[config.mk]
export PLATFORM = sky130hd
export DESIGN_NAME = diff_hunk_header_parser_unit
export DESIGN_NICKNAME = d
export VERILOG_FILES = /design/src/sv/hhp_pkg.sv /design/src/sv/hhp_in_reg.sv /design/src/sv/hhp_parser.sv /design/src/sv/hhp_out_reg.sv /design/src/sv/diff_hunk_header_parser_unit.sv
export SDC_FILE = /design/constraint.sdc
export NUM_CORES = 1
export LEC_CHECK = 0
export ABC_AREA = 1
export ABC_CLOCK_PERIOD_IN_PS = 4250
export BUFFER_PORTS_ARGS = -buffer_cell sky130_fd_sc_hd__buf_2
export CORE_MARGIN = 2
export CORE_UTILIZATION = 35
export DETAILED_ROUTE_END_ITERATION = 8
export PLACE_DENSITY = 0.59
export SLEW_MARGIN = 15
export SYNTH_ARGS = -nofsm -noshare
export SYNTH_HDL_FRONTEND = slang
export SYNTH_SLANG_ARGS = --single-unit
export TNS_END_PERCENT = 10
[constraint.sdc]
create_clock -name clock -period 4.25 [get_ports clock]
set_input_delay 0.2125 -clock clock [delete_from_list [all_inputs] [get_ports clock]]
set_output_delay 0.2125 -clock clock [all_outputs]
set_load 0.1 [all_outputs]
[src/sv/hhp_pkg.sv]
// ----------------------------------------------------------------------------
// Hunk header parser package
// Shared constants, phase and status codes, and the request and result types
// used by the parser blocks.
// ----------------------------------------------------------------------------
package hhp_pkg;

   // Width of the parsed numbers and of the result fields.
   localparam int NUM_WIDTH   = 32;
   localparam int WIDE_WIDTH  = NUM_WIDTH + 4;
   localparam int OUT_WIDTH   = 32;

   // Number of leading bytes of a line that are skipped unchecked.
   localparam int PREFIX_SKIP = 4;
   localparam int SKIP_WIDTH  = 3;

   localparam int NUM_SLOTS   = 4;

   // Packed widths of the stream words.
   localparam int REQ_DATA_WIDTH = 8;
   localparam int RSP_FIELDS     = 2 + 4 * OUT_WIDTH;
   localparam int RSP_DATA_WIDTH = ((RSP_FIELDS + 7) / 8) * 8;

   localparam logic [7:0] CHAR_0     = 8'h30;
   localparam logic [7:0] CHAR_9     = 8'h39;
   localparam logic [7:0] CHAR_COMMA = 8'h2C;
   localparam logic [7:0] CHAR_SPACE = 8'h20;
   localparam logic [7:0] CHAR_PLUS  = 8'h2B;
   localparam logic [7:0] CHAR_AT    = 8'h40;

   typedef enum logic [3:0] {
      PH_IDLE,
      PH_SKIP,
      PH_OLD_START,
      PH_OLD_COUNT,
      PH_PLUS,
      PH_NEW_START,
      PH_NEW_COUNT,
      PH_AT1,
      PH_AT2,
      PH_DONE
   } phase_type;

   typedef enum logic [1:0] {
      ST_OK        = 2'd0,
      ST_MALFORMED = 2'd1,
      ST_TRAILER   = 2'd2,
      ST_NONE      = 2'd3
   } status_type;

   typedef logic [NUM_WIDTH-1:0] num_type;
   typedef logic [OUT_WIDTH-1:0] out_num_type;

   typedef struct packed {
      logic [7:0] line_byte;
      logic       line_start;
      logic       line_end;
   } req_item_type;

   typedef struct packed {
      out_num_type new_count;
      out_num_type new_start;
      out_num_type old_count;
      out_num_type old_start;
      logic [1:0]  status;
   } rsp_item_type;

   // Appends one decimal digit to a number, holding at the largest value.
   function automatic num_type add_digit(input num_type acc, input logic [3:0] digit);
      logic [WIDE_WIDTH-1:0] wide;
      wide = (WIDE_WIDTH'(acc) << 3) + (WIDE_WIDTH'(acc) << 1) + WIDE_WIDTH'(digit);
      if (wide > WIDE_WIDTH'({NUM_WIDTH{1'b1}})) begin
         add_digit = {NUM_WIDTH{1'b1}};
      end else begin
         add_digit = wide[NUM_WIDTH-1:0];
      end
   endfunction

   function automatic out_num_type to_out(input num_type value);
      to_out = OUT_WIDTH'(value);
   endfunction

endpackage

[src/sv/hhp_in_reg.sv]
// ----------------------------------------------------------------------------
// Hunk header parser input register
// Holds one accepted byte until the parser consumes it.
// ----------------------------------------------------------------------------
module hhp_in_reg (
   input  logic                 clock,
   input  logic                 reset,
   input  logic                 req_tvalid,
   output logic                 req_tready,
   input  hhp_pkg::req_item_type req_item,
   input  logic                 step,
   output logic                 item_valid,
   output hhp_pkg::req_item_type item
);
   import hhp_pkg::*;

   logic         valid_ff, valid_in;
   req_item_type item_ff;

   // A new word may enter while the held one is consumed in the same cycle.
   assign req_tready = !valid_ff || step;

   always_comb begin
      if (req_tvalid && req_tready) begin
         valid_in = 1'b1;
      end else if (step) begin
         valid_in = 1'b0;
      end else begin
         valid_in = valid_ff;
      end
   end

   always_ff @(posedge clock) begin
      if (reset) begin
         valid_ff <= 1'b0;
      end else begin
         valid_ff <= valid_in;
      end
   end

   always_ff @(posedge clock) begin
      if (req_tvalid && req_tready) begin
         item_ff <= req_item;
      end
   end

   assign item_valid = valid_ff;
   assign item       = item_ff;

endmodule

[src/sv/hhp_parser.sv]
// ----------------------------------------------------------------------------
// Hunk header parser core
// Line state machine and number accumulator; one byte is handled per step.
// ----------------------------------------------------------------------------
module hhp_parser (
   input  logic                  clock,
   input  logic                  reset,
   input  logic                  step,
   input  hhp_pkg::req_item_type item,
   output logic                  has_result,
   output hhp_pkg::rsp_item_type result
);
   import hhp_pkg::*;

   phase_type                 phase_ff, phase_in;
   logic [SKIP_WIDTH-1:0]     skip_ff, skip_in;
   num_type                   acc_ff, acc_in;
   logic                      digit_ff, digit_in;
   num_type                   nums_ff [NUM_SLOTS];
   num_type                   nums_in [NUM_SLOTS];

   status_type                status;
   phase_type                 phase_next;
   logic                      ignore;
   logic                      is_digit;
   logic [SKIP_WIDTH-1:0]     skip_inc;
   logic [7:0]                c;

   assign c        = item.line_byte;
   assign is_digit = (c >= CHAR_0) && (c <= CHAR_9);
   assign skip_inc = skip_ff + SKIP_WIDTH'(1);

   // Next phase and line status.
   always_comb begin
      status     = ST_NONE;
      phase_next = phase_ff;
      skip_in    = skip_ff;
      ignore     = 1'b0;
      if (item.line_start) begin
         skip_in    = SKIP_WIDTH'(1);
         phase_next = (PREFIX_SKIP <= 1) ? PH_OLD_START : PH_SKIP;
      end else begin
         unique case (phase_ff)
            PH_SKIP: begin
               skip_in = skip_inc;
               if (32'(skip_inc) >= 32'(PREFIX_SKIP)) begin
                  phase_next = PH_OLD_START;
               end
            end
            PH_OLD_START: begin
               if (!is_digit) begin
                  if (!digit_ff) status = ST_MALFORMED;
                  else if (c == CHAR_COMMA) phase_next = PH_OLD_COUNT;
                  else if (c == CHAR_SPACE) phase_next = PH_PLUS;
                  else status = ST_MALFORMED;
               end
            end
            PH_OLD_COUNT: begin
               if (!is_digit) begin
                  if (!digit_ff) status = ST_MALFORMED;
                  else if (c == CHAR_SPACE) phase_next = PH_PLUS;
                  else status = ST_MALFORMED;
               end
            end
            PH_PLUS: begin
               if (c == CHAR_PLUS) phase_next = PH_NEW_START;
               else status = ST_MALFORMED;
            end
            PH_NEW_START: begin
               if (!is_digit) begin
                  if (!digit_ff) status = ST_MALFORMED;
                  else if (c == CHAR_COMMA) phase_next = PH_NEW_COUNT;
                  else if (c == CHAR_SPACE) phase_next = PH_AT1;
                  else status = ST_TRAILER;
               end
            end
            PH_NEW_COUNT: begin
               if (!is_digit) begin
                  if (!digit_ff) status = ST_MALFORMED;
                  else if (c == CHAR_SPACE) phase_next = PH_AT1;
                  else status = ST_TRAILER;
               end
            end
            PH_AT1: begin
               if (c == CHAR_AT) phase_next = PH_AT2;
               else status = ST_TRAILER;
            end
            PH_AT2: begin
               status = (c == CHAR_AT) ? ST_OK : ST_TRAILER;
            end
            default: begin
               // Outside a line, bytes and their end marks are dropped.
               ignore = 1'b1;
            end
         endcase
      end
      if (!ignore && status == ST_NONE && item.line_end) begin
         status = ST_TRAILER;
      end
      has_result = !ignore && (status != ST_NONE);
      phase_in   = has_result ? PH_DONE : phase_next;
   end

   // Accumulator, stored numbers and result fields.
   always_comb begin
      acc_in   = acc_ff;
      digit_in = digit_ff;
      for (int i = 0; i < NUM_SLOTS; i++) begin
         nums_in[i] = nums_ff[i];
      end
      if (item.line_start) begin
         acc_in   = '0;
         digit_in = 1'b0;
         for (int i = 0; i < NUM_SLOTS; i++) begin
            nums_in[i] = '0;
         end
      end else begin
         case (phase_ff) inside
            PH_OLD_START, PH_OLD_COUNT, PH_NEW_START, PH_NEW_COUNT: begin
               if (is_digit) begin
                  acc_in   = add_digit(acc_ff, 4'(c - CHAR_0));
                  digit_in = 1'b1;
               end else if (digit_ff) begin
                  acc_in   = '0;
                  digit_in = 1'b0;
                  case (phase_ff)
                     PH_OLD_START: begin
                        nums_in[0] = acc_ff;
                        if (c != CHAR_COMMA) nums_in[1] = NUM_WIDTH'(1);
                     end
                     PH_OLD_COUNT: nums_in[1] = acc_ff;
                     PH_NEW_START: begin
                        nums_in[2] = acc_ff;
                        if (c != CHAR_COMMA) nums_in[3] = NUM_WIDTH'(1);
                     end
                     default: nums_in[3] = acc_ff;
                  endcase
               end
            end
            default: begin
            end
         endcase
      end
      if (has_result) begin
         acc_in   = '0;
         digit_in = 1'b0;
      end
      result.status = status;
      if (status == ST_OK) begin
         result.old_start = to_out(nums_in[0]);
         result.old_count = to_out(nums_in[1]);
         result.new_start = to_out(nums_in[2]);
         result.new_count = to_out(nums_in[3]);
      end else begin
         result.old_start = '0;
         result.old_count = '0;
         result.new_start = '0;
         result.new_count = '0;
      end
   end

   always_ff @(posedge clock) begin
      if (reset) begin
         phase_ff <= PH_IDLE;
         skip_ff  <= '0;
         acc_ff   <= '0;
         digit_ff <= 1'b0;
         for (int i = 0; i < NUM_SLOTS; i++) begin
            nums_ff[i] <= '0;
         end
      end else if (step) begin
         phase_ff <= phase_in;
         skip_ff  <= skip_in;
         acc_ff   <= acc_in;
         digit_ff <= digit_in;
         for (int i = 0; i < NUM_SLOTS; i++) begin
            nums_ff[i] <= nums_in[i];
         end
      end
   end

endmodule

[src/sv/hhp_out_reg.sv]
// ----------------------------------------------------------------------------
// Hunk header parser result register
// Holds one result word until the downstream side takes it.
// ----------------------------------------------------------------------------
module hhp_out_reg (
   input  logic                  clock,
   input  logic                  reset,
   input  logic                  load,
   input  hhp_pkg::rsp_item_type result,
   output logic                  can_load,
   output logic                  rsp_tvalid,
   input  logic                  rsp_tready,
   output hhp_pkg::rsp_item_type rsp_item
);
   import hhp_pkg::*;

   logic         valid_ff, valid_in;
   rsp_item_type item_ff;

   assign can_load = !valid_ff || rsp_tready;

   always_comb begin
      if (load) begin
         valid_in = 1'b1;
      end else if (rsp_tready) begin
         valid_in = 1'b0;
      end else begin
         valid_in = valid_ff;
      end
   end

   always_ff @(posedge clock) begin
      if (reset) begin
         valid_ff <= 1'b0;
      end else begin
         valid_ff <= valid_in;
      end
   end

   always_ff @(posedge clock) begin
      if (load) begin
         item_ff <= result;
      end
   end

   assign rsp_tvalid = valid_ff;
   assign rsp_item   = item_ff;

endmodule

[src/sv/diff_hunk_header_parser_unit.sv]
// Result path: the byte ending the line passes the input register, then the result
// register, before its result word is valid on rsp.
// Throughput: one byte per cycle while the result side keeps up; a held result word
// that rsp does not take stalls every byte. The per-byte path is one state update
// and a multiply-by-ten on the 32-bit accumulator between the two registers.
// Reset: synchronous, active high; the parser returns to idle and waits for a line start.
// ----------------------------------------------------------------------------
// Hunk header parser top level
// Parses a unified diff hunk header line, one byte per word, into its four
// numbers and a status.
// ----------------------------------------------------------------------------
module diff_hunk_header_parser_unit (
   input  logic                                clock,
   input  logic                                reset,
   input  logic                                req_tvalid,
   output logic                                req_tready,
   input  logic [hhp_pkg::REQ_DATA_WIDTH-1:0]  req_tdata,  // [7:0] line_byte
   input  logic                                req_tuser,  // line_start
   input  logic                                req_tlast,  // line_end
   output logic                                rsp_tvalid,
   input  logic                                rsp_tready,
   // [1:0] status, [33:2] old_start, [65:34] old_count, [97:66] new_start,
   // [129:98] new_count, upper bits zero
   output logic [hhp_pkg::RSP_DATA_WIDTH-1:0]  rsp_tdata
);
   import hhp_pkg::*;

   req_item_type req_item;
   req_item_type item;
   rsp_item_type result;
   rsp_item_type rsp_item;
   logic         item_valid;
   logic         can_load;
   logic         step;
   logic         has_result;

   assign req_item.line_byte  = req_tdata;
   assign req_item.line_start = req_tuser;
   assign req_item.line_end   = req_tlast;

   // A byte is consumed only when the result register can take what it produces.
   assign step = item_valid && can_load;

   hhp_in_reg u_in_reg (
      .clock      (clock),
      .reset      (reset),
      .req_tvalid (req_tvalid),
      .req_tready (req_tready),
      .req_item   (req_item),
      .step       (step),
      .item_valid (item_valid),
      .item       (item)
   );

   hhp_parser u_parser (
      .clock      (clock),
      .reset      (reset),
      .step       (step),
      .item       (item),
      .has_result (has_result),
      .result     (result)
   );

   hhp_out_reg u_out_reg (
      .clock      (clock),
      .reset      (reset),
      .load       (step && has_result),
      .result     (result),
      .can_load   (can_load),
      .rsp_tvalid (rsp_tvalid),
      .rsp_tready (rsp_tready),
      .rsp_item   (rsp_item)
   );

   assign rsp_tdata = RSP_DATA_WIDTH'(rsp_item);

endmodule
# ---- Word level (Yosys, flattened, before mapping)
# Memory sizes are Yosys's and may differ from the RTL's.
# Cells that the tools add are included.
dict set report word_totals {
  ff_bits 182
  latch_bits 0
  ramBits 128
  rom_bits 0
  n_memories 1
}
# name words width rd rd_clocked_by_memory_dff wr line_no
set mem_list {}
lappend mem_list {u_parser.nums_ff 4 32 4 0 4 hhp_parser.sv:19} ;# num_type nums_ff [NUM_SLOTS];
dict set report op_classes {
  addsub 4
  multipliers 0
  n_div 0
  order_cmp 4
  n_eq_ne 26
  shift 0
  n_mux 73
  n_bitwise 4
  reduce_logical 26
}
# cell count
set ops {}
lappend ops {{$mux W128} 4}
lappend ops {{$mux W32} 14}
lappend ops {{$pmux W32 S2} 2}
lappend ops {{$mux W4} 17}
lappend ops {{$add A35 B33 Y36} 1}
lappend ops {{$add A36 B4 Y36} 1}
lappend ops {{$gt A36 B32 Y1 const B} 1}
lappend ops {{$mux W2} 15}
lappend ops {{$ne A4 B3 Y1 const B} 7}
lappend ops {{$pmux W4 S7} 1}
lappend ops {{$eq A8 B6 Y1 const B} 3}
lappend ops {{$mux W1} 17}
lappend ops {{$eq A4 B3 Y1 const B} 4}
lappend ops {{$ne A4 B4 Y1 const B} 4}
lappend ops {{$pmux W2 S7} 1}
lappend ops {{$reduce_and A13 Y1} 1}
lappend ops {{$reduce_bool A9 Y1} 1}
lappend ops {{$eq A4 B2 Y1 const B} 2}
lappend ops {{$eq A8 B7 Y1 const B} 1}
lappend ops {{$ge A8 B6 Y1 const B} 1}
lappend ops {{$le A8 B6 Y1 const B} 1}
lappend ops {{$ne A8 B6 Y1 const B} 1}
lappend ops {{$reduce_or A8 Y1} 1}
lappend ops {{$logic_and A1 B1 Y1} 7}
lappend ops {{other kinds (19)} 29}

# ---- Logic depth before layout (Yosys ltp)
dict set report depth {
  ltp_word 15
  mapped_depth 18
}

# ---- Modules after synthesis
# From an unflattened synthesis, not the netlist that was laid out.
dict set report hier_totals {
  cells_unflattened 1798
  area_unflattened_um2 16001.6
}
# module instances cells_per_inst area_each_um2
set modules_own_cells {}
lappend modules_own_cells {hhp_parser 1 1636 11641.2}
lappend modules_own_cells {hhp_out_reg 1 135 3946.3}
lappend modules_own_cells {hhp_in_reg 1 16 347.8}
lappend modules_own_cells {diff_hunk_header_parser_unit 1 11 66.3}

# ---- Least setup slack after synthesis
# Ideal clock, no wire load.
dict set report synth_timing {
  path_type {reg2reg}
  startpoint {register u_out_reg.valid_ff, in the netlist u_out_reg.rsp_tvalid}
  endpoint {memory u_parser.nums_ff[0][0] (netlist name) (enable)}
  setup_time_ns 1.119
  arrival_ns 3.501
  required_time_ns 3.131
  slack_ns -0.369
  stages_incl_launch_ff 4
  synth_period_minus_slack_ns 4.619
  path_cell_list {dfxtp_1 nand2_1 nand2_1 nand2_1}
}
# item line_no
set synth_lines {}
lappend synth_lines {{from (decl)} hhp_out_reg.sv:17} ;# logic valid_ff, valid_in;
lappend synth_lines {{from (signal assigned)} hhp_out_reg.sv:36} ;# valid_ff <= valid_in;
lappend synth_lines {{to (decl)} hhp_parser.sv:19}

# ---- Final worst setup path
dict set report layout_timing {
  startpoint {register u_in_reg.item_ff (netlist bit u_in_reg.item[5])}
  endpoint {register u_parser.acc_ff[15]}
}
dict set report layout_via {
  elab_chain_cells 15
  word_cells_on_any_way 41
  classes_between {2 x add/sub; 3 x order compare; 6 x eq/ne; 23 x mux; 7 x reduce/logical}
}
# item line_no
set layout_rtl {}
lappend layout_rtl {{from (decl)} hhp_in_reg.sv:18} ;# req_item_type item_ff;
lappend layout_rtl {{from (signal assigned)} hhp_in_reg.sv:43} ;# item_ff <= req_item;
lappend layout_rtl {{parallel branches: the longest is 15 deep, another holds $add A36 B4 Y36} -}
lappend layout_rtl {{to (signal assigned)} hhp_parser.sv:174} ;# acc_ff <= acc_in;
lappend layout_rtl {{to (decl)} hhp_parser.sv:17} ;# num_type acc_ff, acc_in;
# Several ways; the timed one is not identified. The select of a mux whose other input is x is not followed.
# A chain may end at the register's enable or synchronous reset.

==> run metrics <==
post-DR wirelength/cell 17.3 um; PortBufs 145; Buf/Inv on CP 2; mapped cell area 16000 um2; Tot GR Track Use 0.182; n_diodes 0; Area Growth Syn to Fin 16.5%; Non-Filler Instances 2477; worst reg2reg setup slack 0.86 ns; reg2reg end u_parser.acc_ff[15]$_SDFFE_PP0P_; vias in the first global route 12200; Worst Hold End u_parser.phase_ff[3]$_SDFFE_PP0P_; crit-path max cell delay 0.56 ns; Worst path top cell family by delay adder cells; status completed; final setup fails 0; Sink Count 310; worst hold path stage count 4; layout cells sized above 1 0.151; H-tree depth 2; commonest non-fill, non-tap cell in the layout nand2_1; most frequent cells in the layout nand2_1 (353), nor2_1 (330), edfxtp_1 (268), inv_1 (177), buf_2 (145); CTS buffer count 35; Worst R2R Start u_in_reg.item[5]$_DFFE_PP_; sequential share of power 0.474; CP Data Required Time 4.63 ns; die width 218 um; count of unique library cells instantiated by Yosys 49; Tcrit/Tclk final 0.798; Final nets 1934; sw frac 0.255; row cnt 78; Clock Path Buffers 3; violation count after the first detailed-route iteration 824; crit path max fanout 32; DR vias/cell 4.97; Max Slew Vio Count 0; Most common cell on crit path nand2_1; Synth Warn # 0; Cell Count Post-Placement 2405; leakage power 7.49 nW; post-CTS sizing 0; slowest stage cell, crit path fa_1; crit-path cells fa_1 -> fa_1 -> nand3_1 -> nand2_1 -> a21oi_1 -> inv_1 -> nand2_1 -> nand2_1 -> nand2_1 -> nand2_1 -> nand2_1 -> nand2_1 -> nor2_2 -> buf_4 -> nand3_1 -> nand2_1 -> a21oi_2; cell-internal power 5.48 mW; CP endpoint kind flip-flop; Yosys reg bits 310; combinational power share 0.104; Fin. Hold Viols 0; Root Buffer clkbuf_16; Period minus WS final 3.39 ns; die height 218 um; clk_skew 0.0184 ns; via count 12300; Worst VDD drop 0.000286 V; Post-Route WL 42800 um; Placeable Area 45200 um2; Tot Pwr 7.36 mW; TritonCTS clock tree yes; Remaining DRCs 0; Hold Buf Count CTS 12; die footprint 47400 um2; worst-skew pair later-pin latency 0.52 ns; RSZ-0062 raised after global routing false; Worst Reg-to-Reg Cells 17; DP Wirelength 29000 um; crit path launch u_in_reg.item[5]$_DFFE_PP_; antenna-violating nets left 0; starting density of the core 0.354; first-pass GRT wire length 68200 um; max-cap violations 0; largest net degree at the start of global routing 92; Sum Neg Setup Slack 0 ns; startpoint types flip-flop; Pre-antenna DRT Iters 5; clock share of power 0.422; Post-Place Setup Slack 0.879 ns; HP Class in2reg; Syn Area/Cell 9.26 um2; post-CTS setup buffer count 0; Max Clk Rate 0.295 GHz; grt total ovfl 0; Sw Pwr 1.88 mW; Post-Synthesis Cells 1725; Seq/Total Area, Yosys 0.556; Min Hold Slack 0.173 ns; Power Dens Cells 396 nW/um2; antenna violations before repair 0; CP arrival 3.77 ns; Setup WS post-layout 0.859 ns; Reg clk slew, reported paths 0.06 ns; Rel. slew slack 0.330; critical hold path startpoint reset; worst slew pin tran 1.01 ns; CP Class reg2reg; io pins 152; routability cong. 0.891
==> power by group through the flow <==
stage	Sequential [mW]	Combinational (mW)	Clock (mW)
6_report	3.49	0.762	3.11
5_1_grt	3.50	0.817	3.29
4_1_cts	3.49	0.768	3.18
3_5_place_dp	3.55	0.758	0
3_3_place_gp	3.55	0.754	0
2_1_floorplan	3.84	0.318	0
==> registers in the layout, indices dropped and copies added (netlist names) <==
name / cells
u_out_reg.rsp_item: 130
u_parser.skip_ff: 3
u_in_reg.item: 10
u_out_reg.rsp_tvalid: 1
u_parser.nums_ff: 128
u_parser.phase_ff: 4
u_parser.digit_ff: 1
u_parser.acc_ff: 32
u_in_reg.item_valid: 1
==> metrics by stage <==
| stage | cell area, um2 | util |
|---|---|---|
| CTS | 18600 | 0.412 |
| finish | 18600 | 0.412 |
| global route | 18600 | 0.412 |
| global placement | 17300 | 0.383 |
| floorplan | 16000 | - |
| detailed placement | 17300 | 0.383 |
==> cell type report <==
type | count | area, um2
multi-input cells | 1146 | 6030
clock inverters | 17 | 206
clock buffers | 43 | 958
well taps | 600 | 751
inverters | 183 | 692
flip-flops and latches | 310 | 8890
fillers | 4512 | 26600
repair buffers | 178 | 1080
==> cell usage after synthesis (all sizes together) <==
master | instances | area share
a31oi | 1 | 0.00039
nor3 | 9 | 0.0034
a21oi | 82 | 0.033
a21boi | 1 | 0.00047
clkbuf | 48 | 0.011
inv | 183 | 0.043
a21o | 6 | 0.0028
o2111ai | 1 | 0.00055
o22ai | 63 | 0.025
nor2 | 342 | 0.083
buf | 43 | 0.016
o21bai | 4 | 0.0019
o221ai | 2 | 0.0011
o21a | 2 | 0.00094
xnor2 | 17 | 0.0093
a211o | 1 | 0.00055
o21ai | 30 | 0.0099
dfxtp | 42 | 0.053
edfxtp | 268 | 0.50
ha | 64 | 0.050
nor4 | 1 | 0.00039
conb | 1 | 0.00023
o211ai | 65 | 0.031
a32oi | 1 | 0.00055
nand4 | 8 | 0.0035
or2 | 1 | 0.00039
fa | 2 | 0.0025
xor2 | 4 | 0.0022
nand3 | 66 | 0.022
and2 | 1 | 0.00039
nand2 | 363 | 0.087
and3 | 2 | 0.00078
nand3b | 1 | 0.00047
==> logic make-up (layout without fill, tap and decap cells) <==
group / Yosys count / in the layout / synth area share
and+or+nand+nor: 794 / 794 / 0.203
DFF: 310 / 310 / 0.556
buffers and inverters: 274 / 421 / 0.0698
AOI/OAI and AO/OA: 259 / 259 / 0.107
adders and majority gates: 66 / 66 / 0.0526
xor gates and xnor gates: 21 / 21 / 0.0115
other: 1 / 6 / 0.000235
==> worst register-to-register path, delay by kind of cell, from the launching register on <==
| kind | cells | cell delay (ns) |
|---|---|---|
| buf+inv | 2 | 0.42 |
| simple gates | 11 | 1.00 |
| fa+ha+maj | 2 | 1.04 |
| flops | 1 | 0.47 |
| compound gates | 2 | 0.33 |
==> per-layer routing <==
| layer | wire [um] | part of all wire | GRT usage | vias to the layer above |
|---|---|---|---|---|
| met5 | 0 | 0 | 0 | - |
| met1 | 19800 | 0.46 | 0.256 | 5818 |
| met4 | 1090 | 0.025 | 0.0498 | 0 |
| met2 | 19500 | 0.46 | 0.290 | 373 |
| met3 | 2370 | 0.055 | 0.0285 | 61 |
| li1 | - | - | - | 6069 |
==> how the worst max path moves through the flow <==
stage                                       end  slack (ns)  cells past startpoint
2_1_floorplan   u_out_reg.rsp_item[0]$_DFFE_PP_       -0.07                     10
3_3_place_gp   u_parser.acc_ff[19]$_SDFFE_PP0P_        0.99                     17
3_5_place_dp   u_parser.acc_ff[18]$_SDFFE_PP0P_        0.88                     17
4_1_cts        u_parser.acc_ff[15]$_SDFFE_PP0P_        0.85                     17
5_1_grt        u_parser.acc_ff[15]$_SDFFE_PP0P_        0.54                     17
6_report       u_parser.acc_ff[15]$_SDFFE_PP0P_        0.86                     17
(Power assumes the default switching activity.)
